$ cat src/hdl/sleepq_pkg.sv
`timescale 1ns / 1ps
`default_nettype none

package sleepq_pkg;

  typedef enum logic [1:0] {
    CMD_PUSH  = 2'd0,
    CMD_POP   = 2'd1,
    CMD_TICK  = 2'd2,
    CMD_FLUSH = 2'd3
  } cmd_e;

  typedef enum logic [2:0] {
    EV_DONE    = 3'd0,
    EV_POPPED  = 3'd1,
    EV_WOKEN   = 3'd2,
    EV_FLUSHED = 3'd3,
    EV_EMPTY   = 3'd4,
    EV_FULL    = 3'd5
  } event_e;

  typedef enum logic [1:0] {
    CELL_HOLD  = 2'd0,
    CELL_SHIFT = 2'd1,
    CELL_LOAD  = 2'd2,
    CELL_DEC   = 2'd3
  } cell_op_e;

  typedef enum logic [1:0] {
    ST_IDLE  = 2'd0,
    ST_EXEC  = 2'd1,
    ST_SWEEP = 2'd2,
    ST_FLUSH = 2'd3
  } state_e;

endpackage

`default_nettype wire

$ cat src/hdl/sleepq_cell.sv
`timescale 1ns / 1ps
`default_nettype none

module sleepq_cell
  import sleepq_pkg::*;
#(
  parameter int ID_BITS   = 8,
  parameter int TIME_BITS = 16
) (
  input  wire logic                 clk_i,
  input  wire logic                 rst_ni,
  input  wire cell_op_e             op_i,
  input  wire logic [ID_BITS-1:0]   nb_id_i,
  input  wire logic [TIME_BITS-1:0] nb_rem_i,
  input  wire logic                 nb_exp_i,
  input  wire logic [ID_BITS-1:0]   ld_id_i,
  input  wire logic [TIME_BITS-1:0] ld_rem_i,
  output logic [ID_BITS-1:0]        id_o,
  output logic [TIME_BITS-1:0]      rem_o,
  output logic                      exp_o
);

  logic [ID_BITS-1:0]   id_q, id_d;
  logic [TIME_BITS-1:0] rem_q, rem_d;
  logic                 exp_q, exp_d;

  always_comb begin
    id_d  = id_q;
    rem_d = rem_q;
    exp_d = exp_q;
    unique case (op_i)
      CELL_HOLD: begin
      end
      CELL_SHIFT: begin
        id_d  = nb_id_i;
        rem_d = nb_rem_i;
        exp_d = nb_exp_i;
      end
      CELL_LOAD: begin
        id_d  = ld_id_i;
        rem_d = ld_rem_i;
        exp_d = 1'b0;
      end
      CELL_DEC: begin
        // untimed entries (zero) stay at zero
        if (rem_q != '0) begin
          rem_d = rem_q - TIME_BITS'(1);
        end
        exp_d = (rem_q == TIME_BITS'(1));
      end
      default: begin
      end
    endcase
  end

  always_ff @(posedge clk_i or negedge rst_ni) begin
    if (!rst_ni) begin
      exp_q <= 1'b0;
    end else begin
      exp_q <= exp_d;
    end
  end

  always_ff @(posedge clk_i) begin
    id_q  <= id_d;
    rem_q <= rem_d;
  end

  assign id_o  = id_q;
  assign rem_o = rem_q;
  assign exp_o = exp_q;

endmodule

`default_nettype wire

$ cat src/hdl/thread_fifo_with_sleep_timeouts_top.sv
// Push and pop: captured in IDLE, executed in EXEC, result registered; in_stall_o is high until IDLE again.
// Tick: a countdown over all held cells; if an entry expires, one rotation step per held entry follows,
//   each woken entry leaving on its step; without an expiry a single DONE result is emitted.
// Flush: one result per held entry, one per cycle unless the output stalls. Output stalls hold the cell row.
// Reset (rst_ni, async low): queue empty, no result pending; entry payload is not cleared.
`timescale 1ns / 1ps
`default_nettype none

module thread_fifo_with_sleep_timeouts_top
  import sleepq_pkg::*;
#(
  parameter int DEPTH     = 16,
  parameter int ID_BITS   = 8,
  parameter int TIME_BITS = 16,
  localparam int CW       = $clog2(DEPTH + 1)
) (
  input  wire logic                 clk_i,
  input  wire logic                 rst_ni,
  input  wire logic                 in_valid_i,
  output logic                      in_stall_o,
  input  wire logic [1:0]           cmd_i,
  input  wire logic [ID_BITS-1:0]   thread_id_i,
  input  wire logic [TIME_BITS-1:0] wait_ticks_i,
  output logic                      out_valid_o,
  input  wire logic                 out_stall_i,
  output logic [ID_BITS-1:0]        thread_id_res_o,
  output logic [2:0]                event_res_o,
  output logic                      last_o,
  output logic [CW-1:0]             count_o
);

  state_e               state_q, state_d;
  cmd_e                 cmd_q;
  logic [ID_BITS-1:0]   tid_q;
  logic [TIME_BITS-1:0] wait_q;
  logic [CW-1:0]        count_q, count_d;
  logic [CW-1:0]        steps_q, steps_d;

  logic                 out_valid_q;
  logic [ID_BITS-1:0]   out_id_q;
  event_e               out_ev_q;
  logic                 out_last_q;
  logic [CW-1:0]        out_count_q;

  logic                 out_free;
  logic                 emit;
  event_e               ev;
  logic [ID_BITS-1:0]   res_id;
  logic                 last;
  logic                 do_push, do_shift, do_dec, keep_wrap;
  logic                 any_expire;

  cell_op_e             cell_op [DEPTH];
  logic [ID_BITS-1:0]   id_w    [DEPTH];
  logic [TIME_BITS-1:0] rem_w   [DEPTH];
  logic [DEPTH-1:0]     exp_w;
  logic [ID_BITS-1:0]   ld_id;
  logic [TIME_BITS-1:0] ld_rem;

  assign out_free   = !out_valid_q || !out_stall_i;
  assign in_stall_o = (state_q != ST_IDLE);

  always_comb begin
    any_expire = 1'b0;
    for (int i = 0; i < DEPTH; i++) begin
      if ((CW'(i) < count_q) && (rem_w[i] == TIME_BITS'(1))) begin
        any_expire = 1'b1;
      end
    end
  end

  always_comb begin
    state_d   = state_q;
    count_d   = count_q;
    steps_d   = steps_q;
    emit      = 1'b0;
    ev        = EV_DONE;
    res_id    = '0;
    last      = 1'b1;
    do_push   = 1'b0;
    do_shift  = 1'b0;
    do_dec    = 1'b0;
    keep_wrap = 1'b0;
    unique case (state_q)
      ST_IDLE: begin
        if (in_valid_i) begin
          state_d = ST_EXEC;
        end
      end
      ST_EXEC: begin
        if (out_free) begin
          case (cmd_q)
            CMD_PUSH: begin
              emit    = 1'b1;
              state_d = ST_IDLE;
              if (count_q == CW'(DEPTH)) begin
                ev = EV_FULL;
              end else begin
                do_push = 1'b1;
                count_d = count_q + CW'(1);
              end
            end
            CMD_POP: begin
              emit    = 1'b1;
              state_d = ST_IDLE;
              if (count_q == '0) begin
                ev = EV_EMPTY;
              end else begin
                ev       = EV_POPPED;
                res_id   = id_w[0];
                do_shift = 1'b1;
                count_d  = count_q - CW'(1);
              end
            end
            CMD_TICK: begin
              do_dec = 1'b1;
              if (any_expire) begin
                steps_d = count_q;
                state_d = ST_SWEEP;
              end else begin
                emit    = 1'b1;
                state_d = ST_IDLE;
              end
            end
            CMD_FLUSH: begin
              if (count_q == '0) begin
                emit    = 1'b1;
                state_d = ST_IDLE;
              end else begin
                state_d = ST_FLUSH;
              end
            end
            default: begin
            end
          endcase
        end
      end
      ST_SWEEP: begin
        if (out_free) begin
          do_shift = 1'b1;
          steps_d  = steps_q - CW'(1);
          if (exp_w[0]) begin
            emit    = 1'b1;
            ev      = EV_WOKEN;
            res_id  = id_w[0];
            last    = !(|exp_w[DEPTH-1:1]);
            count_d = count_q - CW'(1);
          end else begin
            keep_wrap = 1'b1;
          end
          if (steps_q == CW'(1)) begin
            state_d = ST_IDLE;
          end
        end
      end
      ST_FLUSH: begin
        if (out_free) begin
          do_shift = 1'b1;
          emit     = 1'b1;
          ev       = EV_FLUSHED;
          res_id   = id_w[0];
          last     = (count_q == CW'(1));
          count_d  = count_q - CW'(1);
          if (count_q == CW'(1)) begin
            state_d = ST_IDLE;
          end
        end
      end
      default: begin
        state_d = ST_IDLE;
      end
    endcase
  end

  // kept entries rotate from the head to the vacated tail slot
  assign ld_id  = keep_wrap ? id_w[0]  : tid_q;
  assign ld_rem = keep_wrap ? rem_w[0] : wait_q;

  always_comb begin
    for (int i = 0; i < DEPTH; i++) begin
      cell_op[i] = CELL_HOLD;
      if (do_dec && (CW'(i) < count_q)) begin
        cell_op[i] = CELL_DEC;
      end else if (do_push && (CW'(i) == count_q)) begin
        cell_op[i] = CELL_LOAD;
      end else if (do_shift) begin
        if (keep_wrap && (CW'(i) == count_q - CW'(1))) begin
          cell_op[i] = CELL_LOAD;
        end else begin
          cell_op[i] = CELL_SHIFT;
        end
      end
    end
  end

  for (genvar g = 0; g < DEPTH; g++) begin : g_cell
    logic [ID_BITS-1:0]   nb_id;
    logic [TIME_BITS-1:0] nb_rem;
    logic                 nb_exp;
    if (g == DEPTH - 1) begin : g_end
      assign nb_id  = '0;
      assign nb_rem = '0;
      assign nb_exp = 1'b0;
    end else begin : g_mid
      assign nb_id  = id_w[g+1];
      assign nb_rem = rem_w[g+1];
      assign nb_exp = exp_w[g+1];
    end
    sleepq_cell #(
      .ID_BITS  (ID_BITS),
      .TIME_BITS(TIME_BITS)
    ) u_cell (
      .clk_i   (clk_i),
      .rst_ni  (rst_ni),
      .op_i    (cell_op[g]),
      .nb_id_i (nb_id),
      .nb_rem_i(nb_rem),
      .nb_exp_i(nb_exp),
      .ld_id_i (ld_id),
      .ld_rem_i(ld_rem),
      .id_o    (id_w[g]),
      .rem_o   (rem_w[g]),
      .exp_o   (exp_w[g])
    );
  end

  always_ff @(posedge clk_i or negedge rst_ni) begin
    if (!rst_ni) begin
      state_q     <= ST_IDLE;
      count_q     <= '0;
      steps_q     <= '0;
      out_valid_q <= 1'b0;
    end else begin
      state_q <= state_d;
      count_q <= count_d;
      steps_q <= steps_d;
      if (emit) begin
        out_valid_q <= 1'b1;
      end else if (!out_stall_i) begin
        out_valid_q <= 1'b0;
      end
    end
  end

  always_ff @(posedge clk_i) begin
    if (state_q == ST_IDLE && in_valid_i) begin
      cmd_q  <= cmd_e'(cmd_i);
      tid_q  <= thread_id_i;
      wait_q <= wait_ticks_i;
    end
    if (emit) begin
      out_id_q    <= res_id;
      out_ev_q    <= ev;
      out_last_q  <= last;
      out_count_q <= count_d;
    end
  end

  assign out_valid_o     = out_valid_q;
  assign thread_id_res_o = out_id_q;
  assign event_res_o     = out_ev_q;
  assign last_o          = out_last_q;
  assign count_o         = out_count_q;

endmodule

`default_nettype wire

$ cat config.mk
export PLATFORM = sky130hd
export DESIGN_NAME = thread_fifo_with_sleep_timeouts_top
export DESIGN_NICKNAME = d
export VERILOG_FILES = /design/src/hdl/sleepq_pkg.sv /design/src/hdl/sleepq_cell.sv /design/src/hdl/thread_fifo_with_sleep_timeouts_top.sv
export SDC_FILE = /design/constraint.sdc
export NUM_CORES = 1
export LEC_CHECK = 0
export BUFFER_PORTS_ARGS = -buffer_cell sky130_fd_sc_hd__clkbuf_2
export CAP_MARGIN = 20
export CORE_UTILIZATION = 49
export DETAILED_ROUTE_END_ITERATION = 10
export PLACE_DENSITY_LB_ADDON = 0.3
export SETUP_SLACK_MARGIN = 0.05
export SLEW_MARGIN = 20
export SYNTH_ARGS = -nofsm -noshare
export SYNTH_HDL_FRONTEND = slang
export SYNTH_SLANG_ARGS = --single-unit
$ cat constraint.sdc
create_clock -name clk_i -period 9.6 [get_ports clk_i]
set_input_delay 0 -clock clk_i [delete_from_list [all_inputs] [get_ports clk_i]]
set_output_delay 0 -clock clk_i [all_outputs]
set_load 0.05 [all_outputs]
==> After elaboration in Yosys (flattened, before gate mapping) <==
Cells that the tools add are included.
{ "totals": {"ff_bits": 456, "inputBits": 30, "output_inout_bits": 19, "elab_cells": 580} }
{ "classes": {"add_sub_neg": 19, "n_lt_le_gt_ge": 16, "eq_ne": 128, "n_mux": 212, "n_reduce_logical": 146} }
{ "ops": {"columns": ["cell", "n"], "rows": [
  ["$pmux 16 s3", 16],
  ["$mux 16", 17],
  ["$eq 16x1->1 const B", 16],
  ["$pmux 8 s2", 16],
  ["$reduce_bool 16->1", 16],
  ["$sub 16x1->16 const B", 16],
  ["$mux 2", 75],
  ["$eq 4x5->1 const A", 16],
  ["$eq 2x2->1 const B", 36],
  ["$logic_and 1x1->1", 65],
  ["$mux 8", 7],
  ["$pmux 1 s3", 17],
  ["$mux 5", 10],
  ["$reduce_bool 3->1", 16],
  ["$eq 3x5->1 const A", 8],
  ["$lt 4x5->1 const A", 8],
  ["$mux 1", 40],
  ["$reduce_bool 2->1", 19],
  ["$eq 2x1->1 const B", 18],
  ["$ne 2x1->1 const B", 18],
  ["$reduce_and 2->1", 16],
  ["$pmux 8 s3", 1],
  ["$eq 2x5->1 const A", 4],
  ["$lt 3x5->1 const A", 4],
  ["other kinds (24)", 46]
]} }

==> Logic depth before layout (Yosys ltp) <==
Gate-level depths: netlist of the first run.
{ "depth": {"word_depth": 23, "mapped_depth": 18, "mapped_depth_nobuf": 15} }

==> Hierarchy <==
From an unflattened synthesis of the first run, not the netlist that was laid out.
{ "unflattened": {"cells_unflattened": 2501, "area_unflattened_um2": 28043.1} }
{ "modules_own_cells": {"columns": ["mod", "instances", "cells_each", "area_per_inst_um2", "seq_area_each_um2"], "rows": [
  ["sleepq_cell (g_cell[0].u_cell ...)", 15, 126, 1473.9, 745.7],
  ["thread_fifo_with_sleep_timeouts_top", 1, 484, 4460.5, 1616.6],
  ["sleepq_cell (g_cell[13].u_cell)", 1, 127, 1473.9, 745.7]
]} }

==> Worst setup path after synthesis of the first run <==
No wires, ideal clock.
{ "synth_timing": {"kind": "reg2reg", "start": "reg count_q[1]", "end": "reg g_cell[4].u_cell.rem_q[0], enable pin", "setup_time_ps": 411, "arrival_ps": 4154, "required_ps": 9189, "setup_slack_ps": 5034, "stages_incl_launch_ff": 14, "n_path_buf": 3, "period_less_slack_ps": 4566, "cell_sequence": "dfrtp_1 > clkbuf_1 > inv_1 > ha_1 > clkbuf_2 > a311oi_1 > nand3_1 > nor2_1 > buf_2 > nand3_1 > a31o_2 > ha_1 > inv_1 > o21ai_0"} }
{ "synth_via": {"elab_chain_len": 11, "word_cells_on_any_way": 27, "classes_between": "1 x add/sub; 1 x order compare; 7 x eq/ne; 12 x mux; 6 x reduce/logical"} }
{ "synth_lines": {"columns": ["element", "line", "source"], "rows": [
  ["start: declaration", "thread_fifo_with_sleep_timeouts_top.sv:36", "logic [CW-1:0] count_q, count_d;"],
  ["start signal: assignment", "thread_fifo_with_sleep_timeouts_top.sv:235", "count_q <= count_d;"],
  ["parallel branches: the longest is 7 deep, another holds $sub 5x1->5", null, null],
  ["$mux 2 (*)", "thread_fifo_with_sleep_timeouts_top.sv:182", "if (do_dec && (CW'(i) < count_q)) begin"],
  ["$eq 2x2->1 / $eq 2x1->1 (equally long branches)", "sleepq_cell.sv:31", "unique case (op_i)"],
  ["$ne 2x1->1 (no source line) / $reduce_bool 3->1 (equally long branches)", null, null],
  ["$reduce_and 2->1 (no source line) (*)", null, null],
  ["end signal: assignment", "sleepq_cell.sv:66", "rem_q <= rem_d;"],
  ["end: declaration", "sleepq_cell.sv:24", "logic [TIME_BITS-1:0] rem_q, rem_d;"]
]} }
Every way passes the cells marked *.
A chain may end at the register's enable or synchronous reset.

==> Final worst setup path of the first run <==
{ "layout_timing": {"start": "reg count_q[3]", "end": "reg g_cell[14].u_cell.rem_q[1], data pin"} }
{ "layout_via": {"elab_chain_len": 10, "word_cells_on_any_way": 25, "classes_between": "1 x add/sub; 1 x order compare; 6 x eq/ne; 13 x mux; 4 x reduce/logical"} }
{ "layout_lines": {"columns": ["element", "line"], "rows": [
  ["parallel branches: the longest is 7 deep, another holds $sub 5x1->5", null],
  ["$mux 2 (*)", "thread_fifo_with_sleep_timeouts_top.sv:182"],
  ["$eq 2x2->1 / $eq 2x1->1 (equally long branches)", "sleepq_cell.sv:31"],
  ["$pmux 16 s3 (*)", "sleepq_cell.sv:31"],
  ["via g_cell[14].u_cell.rem_d[1]", "sleepq_cell.sv:24"],
  ["end signal: assignment", "sleepq_cell.sv:66"],
  ["end: declaration", "sleepq_cell.sv:24"]
]} }
Mark *: on every way through the listed nets, which the timed path passes.

==> metrics.yaml, run 1 <==
outcome: "finished clean"
cp.required_ns: 9.95
min_period_ns: 5.27
yosys.area.top_type: "edfxtp_1"
root_buffer: "clkbuf_16"
clkLatencyLatePin_ns: 0.62
syn-cell-area_mm2: 0.0268
grt_setup_unrepaired: "no"
ios: 49
path_class: "flop to flop"
pwr-share-clk_pct: 19.4
row_count: 85
syn_nets: 2824
start_util_pct: 49.7
rr_startpoint: "count_q[3]$_DFF_PN0_"
diodes: 0
ir_worst_vdd_mv: 0.159
clk_pin_slew_ns: 0.07
path_buf_inv: 0
powerDensity_mw_per_mm2: 355
place_inst: 3333
setup_violations: 0
fin_area_mm2: 0.0297
worstPathArrival_ns: 5.62
postSynthCellCount: 2698
drt_wl_total_um: 76400
max_cap_viol_count: 0
clock_sinks: 456
drt-vias-per-instance: 6.25
cts_tree: "yes"
crit_path_start: "count_q[3]$_DFF_PN0_"
yosysSeqAreaShare_pct: 50.6
crit_path_start_kind: "flop"
max_stage_delay_ns: 0.86
synth_area_per_cell_um2: 9.93
fmax_ghz: 0.190
min_from: "wait_ticks_i[6]"
die_h_um: 236
drtIter0Drc: 2842
yosys.area.top_type_share_pct: 47.9
overflow: 0
worstHoldPathType: "input port to flop"
routabilityCongestion: 0.937
p_comb_share_pct: 37.7
synth-seq-cells: 456
place_hpwl_um: 51800
switching_power_mw: 4.34
fin_skew_ns: 0.0308
fin_setup_tns_ns: 0
switching_share_pct: 41.0
num-nets-final: 2847
grt_pass1_wl_um: 120000
grt-busiest-layer: "met2"
drive_above_1_share_pct: 8.25
crit_fanout: 21
synth_edf_count: 427
seqPwrFrac_pct: 42.9
final-hold-violation-count: 0
postSynth.asyncResetShare_pct: 6.36
numCtsBuffers: 51
avgRoutedWirePerCell_um: 22.1
intPower_mw: 6.23
h-tree-depth: 2
final_cell_mix: "427 x edfxtp_1, 379 x nand2_1, 290 x nor2_1"
layout_commonest_cell: "edfxtp_1"
grt_pass1_vias: 21100
crit_chain: "nor2_1, a311oi_1, nand3_1, nor2_1, nand2_1, o21ai_0, a21o_1, ha_1, nor2_2, a221o_1"
dpl_cell_area_mm2: 0.0277
p_leak_nw: 10.9
final_cells: 3460
synthToLayoutAreaGrowth_pct: 11.0
slew_headroom_pct: 30.5
cp-end-kind: "flop"
ant_nets: 0
yosys_warnings: 0
cp_common_cell: "nor2_1"
grtUsageTotal_pct: 27.2
seq_area_mm2: 0.0135
synthTopCellsByArea: "edfxtp_1 48%, nand2_1 5.3%, a22oi_1 5.0%"
critPathSlowestCell: "dfrtp_1"
cts.path.max_buffers: 3
drc: 0
grt.met3_usage_pct: 4.96
n_fill_cell: 4683
grt_max_degree: 42
slew_violations: 0
worstMarginPinSlew_ns: 1.04
synth_ff_type: "edfxtp_1"
grtUsageMet1_pct: 35.8
post_cts_resized: 0
antenna_found_initial: 0
use_met2_pct: 44.8
fin_crit_sh_pct: 54.9
ys_types: 73
cp_top_family: "simple AND/OR/NAND/NOR gates"
firstDrtPassIters: 8
coreArea_mm2: 0.0539
die_area_mm2: 0.0556
portBuffers: 48
die_w_um: 236
multi_input_area_mm2: 0.0124
route.vias.total: 21600
==> layer usage <==
layer | wire, µm | up-vias
li1 | - | 10000
met1 | 31800 | 10500
met2 | 36300 | 879
met3 | 5650 | 181
met4 | 2580 | 0
met5 | 0 | -
==> state kept, by name (all words and copies together) (netlist names), 2 cells and up <==
register / flops
g_cell.u_cell.rem_o: 256
g_cell.u_cell.id_o: 128
g_cell.u_cell.exp_o: 16
wait_q: 16
thread_id_res_o: 8
tid_q: 8
count_o: 5
count_q: 5
steps_q: 5
event_res_o: 3
cmd_q: 2
state_q: 2
==> through the flow <==
step	setup slack [ns]	power, mW	utilization (%)	hold slack (ns)
after floorplan	5.03	7.09	-	-0.296
after detailed placement	3.85	8.42	51.3	0.179
after global placement	4.12	8.29	51.3	0.178
final	4.33	10.6	55.2	0.0913
after CTS	3.83	10.5	55.1	0.0677
after global routing	3.93	11.2	55.2	0.0789
==> final cells by class <==
| cell class | count | share of cell area (%) |
|---|---|---|
| multi-input combinational | 2001 | 41.5 |
| inverter | 87 | 1.10 |
| tap | 696 | 2.93 |
| timing repair buffer | 124 | 2.97 |
| sequential | 456 | 45.5 |
| clock buffer | 59 | 4.49 |
| clock inverter | 37 | 1.43 |
==> cell families after synthesis <==
family | count (synthesis) | synth area share, %
AOI/OAI and AO/OA | 671 | 16.8
xor gates and xnor gates | 201 | 6.57
adders and majority gates | 96 | 4.48
buffers and inverters | 241 | 3.42
DFF | 456 | 50.6
muxes | 27 | 1.09
and+or+nand+nor | 1006 | 17.0
==> power groups by stage <==
stage	Sequential (mW)	Combinational [mW]	Clock (mW)
after detailed placement	4.53	3.89	0
after CTS	4.50	3.93	2.08
after floorplan	4.39	2.71	0
after global placement	4.50	3.79	0
after global routing	4.63	4.36	2.16
final	4.53	3.98	2.05
==> worst paths after layout <==
path / end / slack, ns / depth (start not counted)
max in group asynchronous: g_cell[9].u_cell.exp_o$_DFFE_PN0P_ / 8.88 / 2
min in group asynchronous: g_cell[13].u_cell.exp_o$_DFFE_PN0P_ / 0.10 / 2
worst min-delay path: wait_q[6]$_DFFE_PP_ / 0.09 / 2
worst max register to register: g_cell[14].u_cell.rem_o[1]$_DFFE_PP_ / 4.33 / 10
worst max-delay path: g_cell[14].u_cell.rem_o[1]$_DFFE_PP_ / 4.33 / 10
worst min register to register: g_cell[10].u_cell.exp_o$_DFFE_PN0P_ / 0.53 / 2
==> repair_timing <==
action | CTS | global route
endpoints found under the setup margin | 0 | 0
setup buffers | 0 | 0
endpoints found under the hold margin | 58 | 0
hold buffers | 29 | 0
==> worst register-to-register path, cell delays in order (launching register included) <==
cell and delay (ns):
dfrtp_1 0.86, nor2_1 0.38, a311oi_1 0.70, nand3_1 0.28, nor2_1 0.58, nand2_1 0.22, o21ai_0 0.26, a21o_1 0.19
ha_1 0.73, nor2_2 0.37, a221o_1 0.45
==> Yosys cell counts, types with 12 or more instances <==
master	instances
edfxtp_1	427
nand2_1	379
nor2_1	296
a22oi_1	180
a21oi_1	164
clkbuf_1	139
o21ai_0	135
xor2_1	105
ha_1	96
xnor2_1	96
inv_1	86
nor3_1	77
nor4_1	64
a221o_1	60
nand3_1	35
dfrtp_1	29
or3_1	22
and2_1	20
nand4_1	20
nor2b_1	20
mux2_2	18
a21o_1	16
nand2b_1	16
o221ai_1	16
a21boi_0	12
a31oi_1	12
(Power assumes the default switching activity.)
==> run 2: changes to the inputs <==
clock period = 5 ns   (was 9.6 ns; I/O delays follow)
==> run 2 against run 1 <==
Wire length fell by 2.5%. Utilization fell by 0.056 points. First-iteration DRC count fell by 22%. Via count fell by 0.43%. Largest cell class unchanged.
==> metrics.yaml, run 2 (synthesis gave the netlist of run 1 again) <==
die_h_um: 236
p_leak_nw: 10.9
routabilityCongestion: 0.948
ios: 49
holdBufCountCts: 29
whs_ns: 0.0591
dpl_cell_area_mm2: 0.0278
route.vias.total: 21500
fmax_ghz: 0.220
die_w_um: 236
final_cells: 3473
synthToLayoutAreaGrowth_pct: 10.9
antenna_found_initial: 0
die_area_mm2: 0.0556
ant_nets: 0
firstDrtPassIters: 6
n_fill_cell: 4621
clk_pin_slew_ns: 0.06
cp.required_ns: 5.35
fin_area_mm2: 0.0297
fin_skew_ns: 0.0248
clkLatencyLatePin_ns: 0.61
row_count: 85
cts_tree: "yes"
min_period_ns: 4.55
layout_commonest_cell: "edfxtp_1"
crit_fanout: 17
worstMarginPinSlew_ns: 1.04
grt_setup_unrepaired: "no"
setup_violations: 0
max_cap_viol_count: 0
path_class: "flop to flop"
total_power_mw: 20.0
fin_crit_sh_pct: 90.9
avgRoutedWirePerCell_um: 21.4
slew_headroom_pct: 30.2
r2r_slack_ns: 0.45
place_inst: 3353
slew_violations: 0
grt_pass1_wl_um: 116000
overflow: 0
place_ws_ns: 0.467
portBuffers: 48
cp-end-kind: "flop"
post_cts_buffers: 0
met1_length_um: 31500
h-tree-depth: 2
drive_above_1_share_pct: 8.43
grt_max_degree: 42
top_layer_used: "met4"
numCtsBuffers: 50
outcome: "finished clean"
ir_worst_vdd_mv: 0.373
dr_wl_met3_um: 5770
post_cts_resized: 0
crit_path_start_kind: "flop"
drtIter0Drc: 2218
fin_setup_tns_ns: 0
r2r-end: "g_cell[4].u_cell.rem_o[5]$_DFFE_PP_"
final-hold-violation-count: 0
clock_sinks: 456
wl_met2_um: 34800
root_buffer: "clkbuf_16"
grtUsageTotal_pct: 26.5
diodes: 0
start_util_pct: 49.7
rr_startpoint: "count_q[1]$_DFF_PN0_"
reg2reg_depth: 12
powerDensity_mw_per_mm2: 673
coreArea_mm2: 0.0539
drt_wl_total_um: 74400
largest_register_ffs: 256
final_cell_mix: "427 x edfxtp_1, 379 x nand2_1, 289 x nor2_1"
grt_pass1_vias: 20600
place_hpwl_um: 50600
cts.path.max_buffers: 3
drt-vias-per-instance: 6.20
drc: 0
worstPathArrival_ns: 4.90
fin_ws_ns: 0.454
worstHoldPathType: "input port to asynchronous set/reset pin"
utilization_pct: 55.1
num-nets-final: 2865
## run 2: changes by cell type in the layout (fill, tap and decap cells not counted), moves of 2 or more
cell / before / now
buf_4: 47 / 66
clkbuf_1: 5 / 11
clkinvlp_4: 8 / 3
bufinv_16: 7 / 4
clkbuf_8: 3 / 1
inv_6: 3 / 1
## run 2: layout make-up
type | instances | area (µm²) | area share [%]
sequential | 456 | 13500 | 45.6
multi-input combinational | 2001 | 12400 | 41.6
clock buffer | 63 | 1330 | 4.48
timing repair buffer | 143 | 1030 | 3.45
tap | 696 | 871 | 2.93
inverter | 87 | 327 | 1.10
clock inverter | 27 | 258 | 0.867
## run 2: worst max path at each step
stage	startpoint	cells after the start	end	slack [ns]
after floorplan	count_q[1]$_DFF_PN0_	13	g_cell[4].u_cell.rem_o[0]$_DFFE_PP_	0.43
after global placement	count_q[1]$_DFF_PN0_	12	g_cell[4].u_cell.rem_o[1]$_DFFE_PP_	0.73
after detailed placement	count_q[1]$_DFF_PN0_	13	g_cell[2].u_cell.rem_o[8]$_DFFE_PP_	0.47
after CTS	count_q[1]$_DFF_PN0_	13	g_cell[2].u_cell.rem_o[8]$_DFFE_PP_	0.47
after global routing	count_q[1]$_DFF_PN0_	13	g_cell[4].u_cell.exp_o$_DFFE_PN0P_	0.13
final	count_q[1]$_DFF_PN0_	12	g_cell[4].u_cell.rem_o[5]$_DFFE_PP_	0.45
## run 2: critical path: stages (launching register included)
cell and delay (ns):
dfrtp_1 0.56, inv_1 0.24, ha_1 0.36, a311oi_1 0.60, nand3_1 0.25, nor2_1 0.14, buf_4 0.19, nand3_1 0.12
a31o_2 0.31, inv_1 0.08, ha_1 0.56, nor2_1 0.42, a221o_1 0.43
## run 2: power by group
part / internal (mW) / switching (mW)
logic: 2.68 / 5.00
clock network: 2.09 / 1.57
registers: 7.02 / 1.64
total: 11.8 / 8.21
## run 2: per-layer routing
| layer | global-route usage (%) | vias up |
|---|---|---|
| met4 | 9.13 | 0 |
| met2 | 43.0 | 854 |
| met5 | 0 | - |
| li1 | - | 10100 |
| met1 | 35.7 | 10500 |
| met3 | 4.72 | 155 |
